===== src/rtl/bsc_pkg.sv =====
// ---------------------------------------------------------------------------
// Barometric sensor compensation package
// Shared types, constants and helper functions for the compensation block.
// ---------------------------------------------------------------------------
package bsc_pkg;

  // Field widths.
  localparam int unsigned RawW   = 16;
  localparam int unsigned ValW   = 32;
  localparam int unsigned CfgIdxW = 3;
  localparam int unsigned CfgDatW = 32;

  // Configuration register indexes.
  typedef enum logic [CfgIdxW-1:0] {
    CFG_AC1   = 3'd0,
    CFG_AC2   = 3'd1,
    CFG_AC3   = 3'd2,
    CFG_AC4   = 3'd3,
    CFG_AC5   = 3'd4,
    CFG_AC6   = 3'd5,
    CFG_B1_B2 = 3'd6,
    CFG_MC_MD = 3'd7
  } cfg_idx_e;

  // Item kinds.
  localparam logic ACT_TEMP  = 1'b0;
  localparam logic ACT_PRESS = 1'b1;

  // Compensation constants.
  localparam logic [ValW-1:0] B6_OFFSET   = 32'd4000;
  localparam logic [ValW-1:0] X3_BIAS     = 32'd32768;
  localparam logic [ValW-1:0] B7_SCALE    = 32'd50000;
  localparam logic [ValW-1:0] P_SQ_COEFF  = 32'd3038;
  localparam logic [ValW-1:0] P_LIN_COEFF = 32'hFFFF_E343;  // -7357
  localparam logic [ValW-1:0] P_OFFSET    = 32'd3791;
  localparam logic [ValW-1:0] T_ROUND     = 32'd8;
  localparam logic [ValW-1:0] Q_ROUND     = 32'd2;

  // Sequencer states.
  typedef enum logic [4:0] {
    ST_IDLE,
    ST_T_MUL,
    ST_T_CHK,
    ST_T_DIV,
    ST_T_FIN,
    ST_P_B6,
    ST_P_SQ,
    ST_P_X1,
    ST_P_X2,
    ST_P_B3,
    ST_P_X1B,
    ST_P_X2B,
    ST_P_X3,
    ST_P_B4,
    ST_P_B7,
    ST_P_CHK,
    ST_P_DIV,
    ST_P_S1,
    ST_P_S2,
    ST_P_S3,
    ST_P_FIN
  } bsc_state_e;

  // Divider control and status.
  typedef struct packed {
    logic start;
    logic signed_op;
  } div_req_t;

  typedef struct packed {
    logic busy;
    logic done;
  } div_stat_t;

  // Sign-extend a 16-bit coefficient to 32 bits.
  function automatic logic [ValW-1:0] sx16(input logic [15:0] v);
    return {{16{v[15]}}, v};
  endfunction

  // Arithmetic right shift of a 32-bit word.
  function automatic logic [ValW-1:0] asr32(input logic [ValW-1:0] x,
                                            input logic [4:0] n);
    return ValW'($signed(x) >>> n);
  endfunction

endpackage


===== src/rtl/bsc_intf.sv =====
// ---------------------------------------------------------------------------
// Barometric sensor compensation channel interfaces
// Valid/ready channels for raw readings, results and configuration writes.
// ---------------------------------------------------------------------------

// Raw reading channel.
interface bsc_in_if;
  import bsc_pkg::*;
  logic            valid;
  logic            ready;
  logic            action;
  logic [RawW-1:0] raw_reading;

  modport source (output valid, action, raw_reading, input ready);
  modport sink   (input valid, action, raw_reading, output ready);
endinterface

// Compensated result channel.
interface bsc_out_if;
  import bsc_pkg::*;
  logic            valid;
  logic            ready;
  logic            kind;
  logic [ValW-1:0] value;
  logic            div_error;

  modport source (output valid, kind, value, div_error, input ready);
  modport sink   (input valid, kind, value, div_error, output ready);
endinterface

// Configuration write channel.
interface bsc_cfg_if;
  import bsc_pkg::*;
  logic               valid;
  logic               ready;
  logic [CfgIdxW-1:0] index;
  logic [CfgDatW-1:0] data;

  modport source (output valid, index, data, input ready);
  modport sink   (input valid, index, data, output ready);
endinterface


===== src/rtl/bsc_div.sv =====
// ---------------------------------------------------------------------------
// Barometric sensor compensation divider
// Radix-2 restoring divider, one quotient bit per cycle, with optional
// signed operands (truncating toward zero).
// ---------------------------------------------------------------------------
module bsc_div (
  input  logic                   clk_i,
  input  logic                   rst_ni,
  input  bsc_pkg::div_req_t      req_i,
  input  logic [bsc_pkg::ValW-1:0] dividend_i,
  input  logic [bsc_pkg::ValW-1:0] divisor_i,
  output bsc_pkg::div_stat_t     stat_o,
  output logic [bsc_pkg::ValW-1:0] quotient_o
);
  import bsc_pkg::*;

  logic            busy_q, busy_d;
  logic            done_q, done_d;
  logic [4:0]      cnt_q, cnt_d;
  logic [ValW-1:0] rem_q, rem_d;
  logic [ValW-1:0] quo_q, quo_d;
  logic [ValW-1:0] dvs_q, dvs_d;
  logic            neg_q, neg_d;

  logic            neg_a, neg_b;
  logic [ValW-1:0] mag_a, mag_b;
  logic [ValW:0]   rem_sh;
  logic [ValW+1:0] diff;

  // Operand magnitudes for a signed start.
  assign neg_a = req_i.signed_op & dividend_i[ValW-1];
  assign neg_b = req_i.signed_op & divisor_i[ValW-1];
  assign mag_a = neg_a ? (ValW'(0) - dividend_i) : dividend_i;
  assign mag_b = neg_b ? (ValW'(0) - divisor_i) : divisor_i;

  // Trial subtraction for the next quotient bit.
  assign rem_sh = {rem_q, quo_q[ValW-1]};
  assign diff   = {1'b0, rem_sh} - {2'b00, dvs_q};

  // Step control.
  always_comb begin
    busy_d = busy_q;
    done_d = 1'b0;
    cnt_d  = cnt_q;
    rem_d  = rem_q;
    quo_d  = quo_q;
    dvs_d  = dvs_q;
    neg_d  = neg_q;
    if (req_i.start && !busy_q) begin
      busy_d = 1'b1;
      cnt_d  = '0;
      rem_d  = '0;
      quo_d  = mag_a;
      dvs_d  = mag_b;
      neg_d  = neg_a ^ neg_b;
    end else if (busy_q) begin
      if (!diff[ValW+1]) begin
        rem_d = diff[ValW-1:0];
        quo_d = {quo_q[ValW-2:0], 1'b1};
      end else begin
        rem_d = rem_sh[ValW-1:0];
        quo_d = {quo_q[ValW-2:0], 1'b0};
      end
      cnt_d = cnt_q + 5'd1;
      if (cnt_q == 5'(ValW - 1)) begin
        busy_d = 1'b0;
        done_d = 1'b1;
      end
    end
  end

  // Control registers.
  always_ff @(posedge clk_i or negedge rst_ni) begin
    if (!rst_ni) begin
      busy_q <= 1'b0;
      done_q <= 1'b0;
      cnt_q  <= '0;
    end else begin
      busy_q <= busy_d;
      done_q <= done_d;
      cnt_q  <= cnt_d;
    end
  end

  // Datapath registers.
  always_ff @(posedge clk_i) begin
    rem_q <= rem_d;
    quo_q <= quo_d;
    dvs_q <= dvs_d;
    neg_q <= neg_d;
  end

  assign stat_o.busy = busy_q;
  assign stat_o.done = done_q;
  assign quotient_o  = neg_q ? (ValW'(0) - quo_q) : quo_q;

endmodule


===== src/rtl/barometric_sensor_compensation_top.sv =====
// ---------------------------------------------------------------------------
// Barometric sensor compensation
// Applies the integer calibration to raw temperature and pressure readings
// with one shared multiplier and one iterative divider under a sequencer.
// ---------------------------------------------------------------------------
//
//   Channel  Direction  Payload                      Role
//   in_i     sink       action, raw_reading          raw conversion result
//   out_o    source     kind, value, div_error       compensated result
//   cfg_i    sink       index, data                  calibration register write
//
// A temperature item steps through ST_T_MUL to ST_T_FIN and a pressure item
// through ST_P_B6 to ST_P_FIN, each with a divide; a zero divisor ends the
// item in the check state. The next item is accepted in the cycle after the
// result is written, even while that result waits in the output register. A
// full output register holds the sequencer in its final or check state.
// Reset clears the calibration registers, the stored temperature term and
// all control state; configuration writes are taken in every cycle.
// ---------------------------------------------------------------------------
module barometric_sensor_compensation_top (
  input logic      clk_i,
  input logic      rst_ni,
  bsc_in_if.sink   in_i,
  bsc_out_if.source out_o,
  bsc_cfg_if.sink  cfg_i
);
  import bsc_pkg::*;

  // Calibration registers.
  logic [15:0]     ac1_q, ac2_q, ac3_q, ac4_q, ac5_q, ac6_q;
  logic [ValW-1:0] b1b2_q, mcmd_q;

  // Sequencer and datapath registers.
  bsc_state_e      state_q, state_d;
  logic [ValW-1:0] temp_term_q, temp_term_d;
  logic [RawW-1:0] raw_q, raw_d;
  logic [ValW-1:0] b6_q, b6_d;
  logic [ValW-1:0] sq_q, sq_d;
  logic [ValW-1:0] t1_q, t1_d;
  logic [ValW-1:0] t2_q, t2_d;
  logic [ValW-1:0] b3_q, b3_d;
  logic [ValW-1:0] b4_q, b4_d;
  logic [ValW-1:0] p_q, p_d;
  logic            post_sh_q, post_sh_d;

  // Output register.
  logic            out_valid_q;
  logic            out_kind_q;
  logic [ValW-1:0] out_value_q;
  logic            out_err_q;

  // Shared multiplier, low word of the product only.
  logic [ValW-1:0] mul_a, mul_b, mul_p;

  // Divider hookup.
  div_req_t        div_req;
  div_stat_t       div_stat;
  logic [ValW-1:0] div_a, div_b, div_q;

  // Result emission.
  logic            emit;
  logic            emit_kind;
  logic [ValW-1:0] emit_val;
  logic            emit_err;

  logic            out_free;
  logic [ValW-1:0] den;
  logic            den_zero;
  logic            b4_zero;
  logic [ValW-1:0] b5;

  assign mul_p    = mul_a * mul_b;

  assign out_free = !out_valid_q || out_o.ready;
  assign den      = t1_q + sx16(mcmd_q[15:0]);
  assign den_zero = (den == '0);
  assign b4_zero  = (b4_q == '0);
  assign b5       = t1_q + t2_q;

  assign in_i.ready  = (state_q == ST_IDLE);
  assign cfg_i.ready = 1'b1;

  bsc_div u_div (
    .clk_i      (clk_i),
    .rst_ni     (rst_ni),
    .req_i      (div_req),
    .dividend_i (div_a),
    .divisor_i  (div_b),
    .stat_o     (div_stat),
    .quotient_o (div_q)
  );

  // Calibration register writes.
  always_ff @(posedge clk_i or negedge rst_ni) begin
    if (!rst_ni) begin
      ac1_q  <= '0;
      ac2_q  <= '0;
      ac3_q  <= '0;
      ac4_q  <= '0;
      ac5_q  <= '0;
      ac6_q  <= '0;
      b1b2_q <= '0;
      mcmd_q <= '0;
    end else if (cfg_i.valid) begin
      unique case (cfg_idx_e'(cfg_i.index))
        CFG_AC1:   ac1_q  <= cfg_i.data[15:0];
        CFG_AC2:   ac2_q  <= cfg_i.data[15:0];
        CFG_AC3:   ac3_q  <= cfg_i.data[15:0];
        CFG_AC4:   ac4_q  <= cfg_i.data[15:0];
        CFG_AC5:   ac5_q  <= cfg_i.data[15:0];
        CFG_AC6:   ac6_q  <= cfg_i.data[15:0];
        CFG_B1_B2: b1b2_q <= cfg_i.data;
        CFG_MC_MD: mcmd_q <= cfg_i.data;
        default:   ;
      endcase
    end
  end

  // Sequencer next state.
  always_comb begin
    state_d = state_q;
    unique case (state_q)
      ST_IDLE:  if (in_i.valid) state_d = (in_i.action == ACT_PRESS) ? ST_P_B6 : ST_T_MUL;
      ST_T_MUL: state_d = ST_T_CHK;
      ST_T_CHK: begin
        if (!den_zero) state_d = ST_T_DIV;
        else if (out_free) state_d = ST_IDLE;
      end
      ST_T_DIV: if (div_stat.done) state_d = ST_T_FIN;
      ST_T_FIN: if (out_free) state_d = ST_IDLE;
      ST_P_B6:  state_d = ST_P_SQ;
      ST_P_SQ:  state_d = ST_P_X1;
      ST_P_X1:  state_d = ST_P_X2;
      ST_P_X2:  state_d = ST_P_B3;
      ST_P_B3:  state_d = ST_P_X1B;
      ST_P_X1B: state_d = ST_P_X2B;
      ST_P_X2B: state_d = ST_P_X3;
      ST_P_X3:  state_d = ST_P_B4;
      ST_P_B4:  state_d = ST_P_B7;
      ST_P_B7:  state_d = ST_P_CHK;
      ST_P_CHK: begin
        if (!b4_zero) state_d = ST_P_DIV;
        else if (out_free) state_d = ST_IDLE;
      end
      ST_P_DIV: if (div_stat.done) state_d = ST_P_S1;
      ST_P_S1:  state_d = ST_P_S2;
      ST_P_S2:  state_d = ST_P_S3;
      ST_P_S3:  state_d = ST_P_FIN;
      ST_P_FIN: if (out_free) state_d = ST_IDLE;
      default:  state_d = ST_IDLE;
    endcase
  end

  // Sequencer outputs: operand selection, register loads and result emission.
  always_comb begin
    mul_a       = '0;
    mul_b       = '0;
    div_req     = '0;
    div_a       = '0;
    div_b       = '0;
    emit        = 1'b0;
    emit_kind   = ACT_TEMP;
    emit_val    = '0;
    emit_err    = 1'b0;
    temp_term_d = temp_term_q;
    raw_d       = raw_q;
    b6_d        = b6_q;
    sq_d        = sq_q;
    t1_d        = t1_q;
    t2_d        = t2_q;
    b3_d        = b3_q;
    b4_d        = b4_q;
    p_d         = p_q;
    post_sh_d   = post_sh_q;
    unique case (state_q)
      ST_IDLE: begin
        if (in_i.valid) raw_d = in_i.raw_reading;
      end
      // x1 = ((ut - ac6) * ac5) >> 15
      ST_T_MUL: begin
        mul_a = {16'b0, raw_q} - {16'b0, ac6_q};
        mul_b = {16'b0, ac5_q};
        t1_d  = asr32(mul_p, 5'd15);
      end
      // Zero divisor check, else start the signed division (mc << 11) / den.
      ST_T_CHK: begin
        if (den_zero) begin
          emit      = out_free;
          emit_kind = ACT_TEMP;
          emit_err  = 1'b1;
        end else begin
          div_req.start     = 1'b1;
          div_req.signed_op = 1'b1;
          div_a             = sx16(mcmd_q[31:16]) << 11;
          div_b             = den;
        end
      end
      ST_T_DIV: begin
        if (div_stat.done) t2_d = div_q;
      end
      // b5 = x1 + x2 is kept for later pressure items.
      ST_T_FIN: begin
        emit      = out_free;
        emit_kind = ACT_TEMP;
        emit_val  = asr32(b5 + T_ROUND, 5'd4);
        if (out_free) temp_term_d = b5;
      end
      ST_P_B6: b6_d = temp_term_q - B6_OFFSET;
      ST_P_SQ: begin
        mul_a = b6_q;
        mul_b = b6_q;
        sq_d  = asr32(mul_p, 5'd12);
      end
      ST_P_X1: begin
        mul_a = sx16(b1b2_q[15:0]);
        mul_b = sq_q;
        t1_d  = asr32(mul_p, 5'd11);
      end
      ST_P_X2: begin
        mul_a = sx16(ac2_q);
        mul_b = b6_q;
        t2_d  = asr32(mul_p, 5'd11);
      end
      ST_P_B3: b3_d = asr32((sx16(ac1_q) << 2) + t1_q + t2_q + Q_ROUND, 5'd2);
      ST_P_X1B: begin
        mul_a = sx16(ac3_q);
        mul_b = b6_q;
        t1_d  = asr32(mul_p, 5'd13);
      end
      ST_P_X2B: begin
        mul_a = sx16(b1b2_q[31:16]);
        mul_b = sq_q;
        t2_d  = asr32(mul_p, 5'd16);
      end
      // Keeps x3 + 32768 for the scale product.
      ST_P_X3: t1_d = asr32(t1_q + t2_q + Q_ROUND, 5'd2) + X3_BIAS;
      ST_P_B4: begin
        mul_a = {16'b0, ac4_q};
        mul_b = t1_q;
        b4_d  = mul_p >> 15;
      end
      ST_P_B7: begin
        mul_a = {16'b0, raw_q} - b3_q;
        mul_b = B7_SCALE;
        t2_d  = mul_p;
      end
      // The doubling of b7 goes before or after the divide by its top bit.
      ST_P_CHK: begin
        if (b4_zero) begin
          emit      = out_free;
          emit_kind = ACT_PRESS;
          emit_err  = 1'b1;
        end else begin
          div_req.start = 1'b1;
          div_a         = t2_q[ValW-1] ? t2_q : (t2_q << 1);
          div_b         = b4_q;
          post_sh_d     = t2_q[ValW-1];
        end
      end
      ST_P_DIV: begin
        if (div_stat.done) p_d = post_sh_q ? (div_q << 1) : div_q;
      end
      ST_P_S1: begin
        mul_a = asr32(p_q, 5'd8);
        mul_b = asr32(p_q, 5'd8);
        t1_d  = mul_p;
      end
      ST_P_S2: begin
        mul_a = t1_q;
        mul_b = P_SQ_COEFF;
        t1_d  = asr32(mul_p, 5'd16);
      end
      ST_P_S3: begin
        mul_a = p_q;
        mul_b = P_LIN_COEFF;
        t2_d  = asr32(mul_p, 5'd16);
      end
      ST_P_FIN: begin
        emit      = out_free;
        emit_kind = ACT_PRESS;
        emit_val  = p_q + asr32(t1_q + t2_q + P_OFFSET, 5'd4);
      end
      default: ;
    endcase
  end

  // Control state.
  always_ff @(posedge clk_i or negedge rst_ni) begin
    if (!rst_ni) begin
      state_q     <= ST_IDLE;
      temp_term_q <= '0;
      out_valid_q <= 1'b0;
    end else begin
      state_q     <= state_d;
      temp_term_q <= temp_term_d;
      if (emit) begin
        out_valid_q <= 1'b1;
      end else if (out_o.ready) begin
        out_valid_q <= 1'b0;
      end
    end
  end

  // Datapath and result payload.
  always_ff @(posedge clk_i) begin
    raw_q     <= raw_d;
    b6_q      <= b6_d;
    sq_q      <= sq_d;
    t1_q      <= t1_d;
    t2_q      <= t2_d;
    b3_q      <= b3_d;
    b4_q      <= b4_d;
    p_q       <= p_d;
    post_sh_q <= post_sh_d;
    if (emit) begin
      out_kind_q  <= emit_kind;
      out_value_q <= emit_val;
      out_err_q   <= emit_err;
    end
  end

  assign out_o.valid     = out_valid_q;
  assign out_o.kind      = out_kind_q;
  assign out_o.value     = out_value_q;
  assign out_o.div_error = out_err_q;

  // A new result is only written into a free output register.
  a_emit_free: assert property (@(posedge clk_i) disable iff (!rst_ni)
    emit |-> out_free)
    else $error("result written over a pending transaction");

  // The divider finishes only while the sequencer waits for it.
  a_div_done: assert property (@(posedge clk_i) disable iff (!rst_ni)
    div_stat.done |-> (state_q == ST_T_DIV || state_q == ST_P_DIV))
    else $error("divider finished outside a divide step");

  // No item is taken while a division is still running.
  a_accept_div: assert property (@(posedge clk_i) disable iff (!rst_ni)
    (in_i.valid && in_i.ready) |-> !div_stat.busy)
    else $error("transaction accepted during a division");

  // A division error always comes with a zero value.
  a_err_zero: assert property (@(posedge clk_i) disable iff (!rst_ni)
    (out_o.valid && out_o.div_error) |-> (out_o.value == '0))
    else $error("division error with a nonzero value");

endmodule

===== src/flat_wrapper.sv =====
// flat-port wrapper written by rule: the top's interface ports become plain ports
module barometric_sensor_compensation_top_flat import bsc_pkg::*;
  (clk_i, rst_ni, in_i_valid, in_i_action, in_i_raw_reading, in_i_ready, out_o_valid, out_o_kind, out_o_value, out_o_div_error, out_o_ready, cfg_i_valid, cfg_i_index, cfg_i_data, cfg_i_ready);
  bsc_in_if in_i_i ();
  bsc_out_if out_o_i ();
  bsc_cfg_if cfg_i_i ();
  input logic clk_i;
  input logic rst_ni;
  input wire logic [$bits(in_i_i.valid)-1:0] in_i_valid;
  input wire logic [$bits(in_i_i.action)-1:0] in_i_action;
  input wire logic [$bits(in_i_i.raw_reading)-1:0] in_i_raw_reading;
  output wire logic [$bits(in_i_i.ready)-1:0] in_i_ready;
  output wire logic [$bits(out_o_i.valid)-1:0] out_o_valid;
  output wire logic [$bits(out_o_i.kind)-1:0] out_o_kind;
  output wire logic [$bits(out_o_i.value)-1:0] out_o_value;
  output wire logic [$bits(out_o_i.div_error)-1:0] out_o_div_error;
  input wire logic [$bits(out_o_i.ready)-1:0] out_o_ready;
  input wire logic [$bits(cfg_i_i.valid)-1:0] cfg_i_valid;
  input wire logic [$bits(cfg_i_i.index)-1:0] cfg_i_index;
  input wire logic [$bits(cfg_i_i.data)-1:0] cfg_i_data;
  output wire logic [$bits(cfg_i_i.ready)-1:0] cfg_i_ready;
  assign in_i_i.valid = in_i_valid;
  assign in_i_i.action = in_i_action;
  assign in_i_i.raw_reading = in_i_raw_reading;
  assign in_i_ready = in_i_i.ready;
  assign out_o_valid = out_o_i.valid;
  assign out_o_kind = out_o_i.kind;
  assign out_o_value = out_o_i.value;
  assign out_o_div_error = out_o_i.div_error;
  assign out_o_i.ready = out_o_ready;
  assign cfg_i_i.valid = cfg_i_valid;
  assign cfg_i_i.index = cfg_i_index;
  assign cfg_i_i.data = cfg_i_data;
  assign cfg_i_ready = cfg_i_i.ready;
  barometric_sensor_compensation_top u_core (.clk_i(clk_i), .rst_ni(rst_ni), .in_i(in_i_i), .out_o(out_o_i), .cfg_i(cfg_i_i));
endmodule

===== config.mk =====
export PLATFORM = sky130hd
export DESIGN_NAME = barometric_sensor_compensation_top_flat
export DESIGN_NICKNAME = d
export VERILOG_FILES = /design/src/rtl/bsc_pkg.sv /design/src/rtl/bsc_intf.sv /design/src/rtl/bsc_div.sv /design/src/rtl/barometric_sensor_compensation_top.sv /design/src/flat_wrapper.sv
export SDC_FILE = /design/constraint.sdc
export NUM_CORES = 2
export LEC_CHECK = 0
export BUFFER_PORTS_ARGS = -buffer_cell sky130_fd_sc_hd__buf_2
export CORE_MARGIN = 2
export CORE_UTILIZATION = 43
export DETAILED_ROUTE_END_ITERATION = 6
export PLACE_DENSITY = 0.57
export SETUP_SLACK_MARGIN = 0.4
export SYNTH_ARGS = -nofsm -noshare
export SYNTH_HDL_FRONTEND = slang
export SYNTH_SLANG_ARGS = --single-unit

===== constraint.sdc =====
create_clock -name clk_i -period 9.6 [get_ports clk_i]
set_input_delay 0.96 -clock clk_i [delete_from_list [all_inputs] [get_ports clk_i]]
set_output_delay 0.96 -clock clk_i [all_outputs]
set_load 0.01 [all_outputs]

==> results.md <==
* CTS tree: built
* Crit path DAT at 10.89 ns
* EDFF count, synth at between 300 and 400
* Most frequent CP cell: fa_1
* Vias in the first global route at 48200
* Worst min path class: input port to asynchronous set/reset pin
* Seq/Total Area, Yosys at 27.7%
* Async SR Flop Fraction at 37.4%
* Pin count of the biggest net entering global routing at 83
* Sink Count at 548
* Critical-path top delay cell: fa_1
* Crit. End Element: register
* Synth Flop Type: edfxtp_1
* Initial antenna violation count at 17
* Clk Latency, worst-skew pair at 0.67 ns
* Filler instances at 11700
* Antenna Nets Post-Route at 0
* CP Class: register to register
* Layout cell share with drive strength beyond 1 at 23.0%
* Placed wire-length estimate at 185000 um
* TNS Setup at -37.20 ns
* Synth cell types at around 110
* Final Non-Filler Cells at 8244
* Crit-path max FO at 5
* Avg Vias per Cell at roughly 6
* Unrepaired setup endpoints after global routing: yes
* WL final at 232000 um
* Total gr overflow at 0
* DR iter-0 viols at 5376
* Clock buffer depth at 3
* CTS Root Buffer Type: clkbuf_16
* Syn avg cell area at approximately 9.3 um^2
* First-pass GRT wire length at 334000 um
* Die area at roughly 130000 um^2
* Via count at between 40000 and 50000
* Failing checks: max-capacitance violations, negative setup slack
* Period minus WS final at 10.54 ns
* Max-slew violations at 0
* Relative slew slack at approximately 2.4%
* CTS H-Tree Depth at 3
* Crit path launch type: register
* Row cnt at 130
* Final nets at 7358
* Placed Area at 62100 um^2
* Area growth from synthesis to layout at 21.9%
* Die H at 360 um
* Least-Margin Pin Slew at roughly 1.5 ns
* Cts bufs inserted at 68
* Clock slew at reported path FFs at 0.06 ns
* Finished Cell Area at 66400 um^2
* First drt pass iteration count at 6
* Critical Path Max Stage Delay at about 0.53 ns
* Cts hold-fix bufs at 0
* Post-synth net total at 6679
* Final cycle utilization of the critical path at 110%
* Post-Synthesis Cells at 5856
* Max Cap Violations at 1
* Status: finished, violations left
* # DRC at 0
* Die W at between 300 and 400 um
* Worst Path Required at 9.95 ns
* Final hold violation count at 0
* DR WL/cell at 28.1 um
* Synthesis Warnings at 0
* Highest clock rate at 0.0949 GHz
* Cell total after placement at between 8000 and 9000
* Worst setup margin at -0.940 ns
* GRT Total Usage at 35.3%
* Io pins at 94
* Yosys reg bits at 548
* Final setup viols at 59
* Area of the mapped netlist at 54500 um^2
* RePlAce Congestion at ~1.0
* IO buf count at 92
* Worst hold slack at ~0.29 ns
* Initial Utilization at 43.3%
* Flop2flop setup slack at -0.94 ns
* Core area at 126000 um^2
* Clock Skew at 0.0390 ns
-- through the flow --
stage / utilization, % / worst slack [ns]
after floorplan: - / -0.259
after global placement: 49.4 / -1.30
after detailed placement: 49.4 / -1.53
after CTS: 52.1 / -0.984
after global routing: 52.8 / -1.38
final: 52.8 / -0.940
-- worst max-delay path, delay by kind of cell, from the launching register on --
kind	cells	cell delay, ns
adders and majority gates	10	4.35
xor gates and xnor gates	15	2.97
AOI/OAI and AO/OA	7	1.20
and+or+nand+nor	4	0.80
buffers and inverters	6	0.52
DFF	1	0.38
-- final cells by class --
cell class,instances,area (um^2),area share [%]
multi-input cells,4412,37500,56.6
flip-flops and latches,548,15100,22.8
repair buffers,854,6970,10.5
inverters,651,2460,3.70
well taps,1650,2060,3.11
clock buffers,86,1840,2.78
clock inverters,36,369,0.556
diodes,7,17.5,0.0264
-- state kept, by name, indices dropped and copies added, names as in the netlist, 32 cells and up --
signal,cells
u_core.u_div.rem_q,32
u_core.temp_term_q,32
u_core.u_div.quo_q,32
u_core.p_q,32
u_core.u_div.dvs_q,32
u_core.t2_q,32
u_core.t1_q,32
u_core.mcmd_q,32
u_core.out_o.value,32
u_core.b1b2_q,32
u_core.b6_q,32
-- synthesized netlist by cell type, drive strengths merged (193+ instances only) --
cell | n | area, um^2
fa | 444 | 8890
nor2 | 610 | 2300
a21oi | 306 | 1540
dfrtp | 205 | 5130
inv | 649 | 2440
ha | 322 | 4030
edfxtp | 311 | 9340
o21ai | 244 | 1230
clkbuf | 193 | 724
mux2 | 205 | 2310
nand2 | 540 | 2030
xnor2 | 259 | 2280
-- placed cells by master, fill, tap and decap left out, types with 137 or more instances in the layout --
cell	n
a21oi_1	271
fa_1	423
ha_1	302
nor2_1	587
o21ai_0	216
xor2_1	137
buf_4	660
xnor2_1	245
dfrtp_1	201
mux2_2	205
nand2_1	527
edfxtp_1	311
inv_1	627
-- per-layer routing --
metal  wire (um)  vias up  track usage (%)  part of all wire [%]
met5         168        -            0.296                 0.073
met3       23600      597             8.57                    10
met2       98500     2513             52.6                    43
met4       14100       17             17.7                   6.1
li1            -    21600                -                     -
met1       95300    24500             47.6                    41
-- kinds of logic (layout without fill, tap and decap cells) --
logic type	Yosys count	count (layout)	share of synthesized area (%)
AOI/OAI and AO/OA	1227	1229	15.3
xor gates and xnor gates	409	410	6.71
adders and majority gates	766	766	23.7
buffers and inverters	899	1627	6.36
DFF	548	548	27.7
muxes	266	266	5.36
other	1	8	0.00689
and+or+nand+nor	1740	1740	14.8
-- final timing paths --
path,from,endpoint,cells past startpoint
max,u_core.b3_q[0]$_DFFE_PP_,u_core.t1_q[27]$_DFFE_PP_,42
min,rst_ni,u_core.mcmd_q[29]$_DFFE_PN0P_,1
max reg2reg,u_core.b3_q[0]$_DFFE_PP_,u_core.t1_q[27]$_DFFE_PP_,42
min reg2reg,u_core.temp_term_q[1]$_DFFE_PN0P_,u_core.b6_q[1]$_DFFE_PN_,0
max in group asynchronous,rst_ni,u_core.temp_term_q[3]$_DFFE_PN0P_,2
min in group clk_i,u_core.temp_term_q[1]$_DFFE_PN0P_,u_core.b6_q[1]$_DFFE_PN_,0
-- repair_timing --
item | 4_1_cts | 5_1_grt
setup endpoints to repair | 83 | 85
gates cloned | 3 | 1
setup buffers | 38 | 16
resized for setup | 179 | 131
pin swaps | 94 | 66
Power is not shown: default switching activity piles up to over one toggle a cycle in this logic, so the estimate is an artifact.
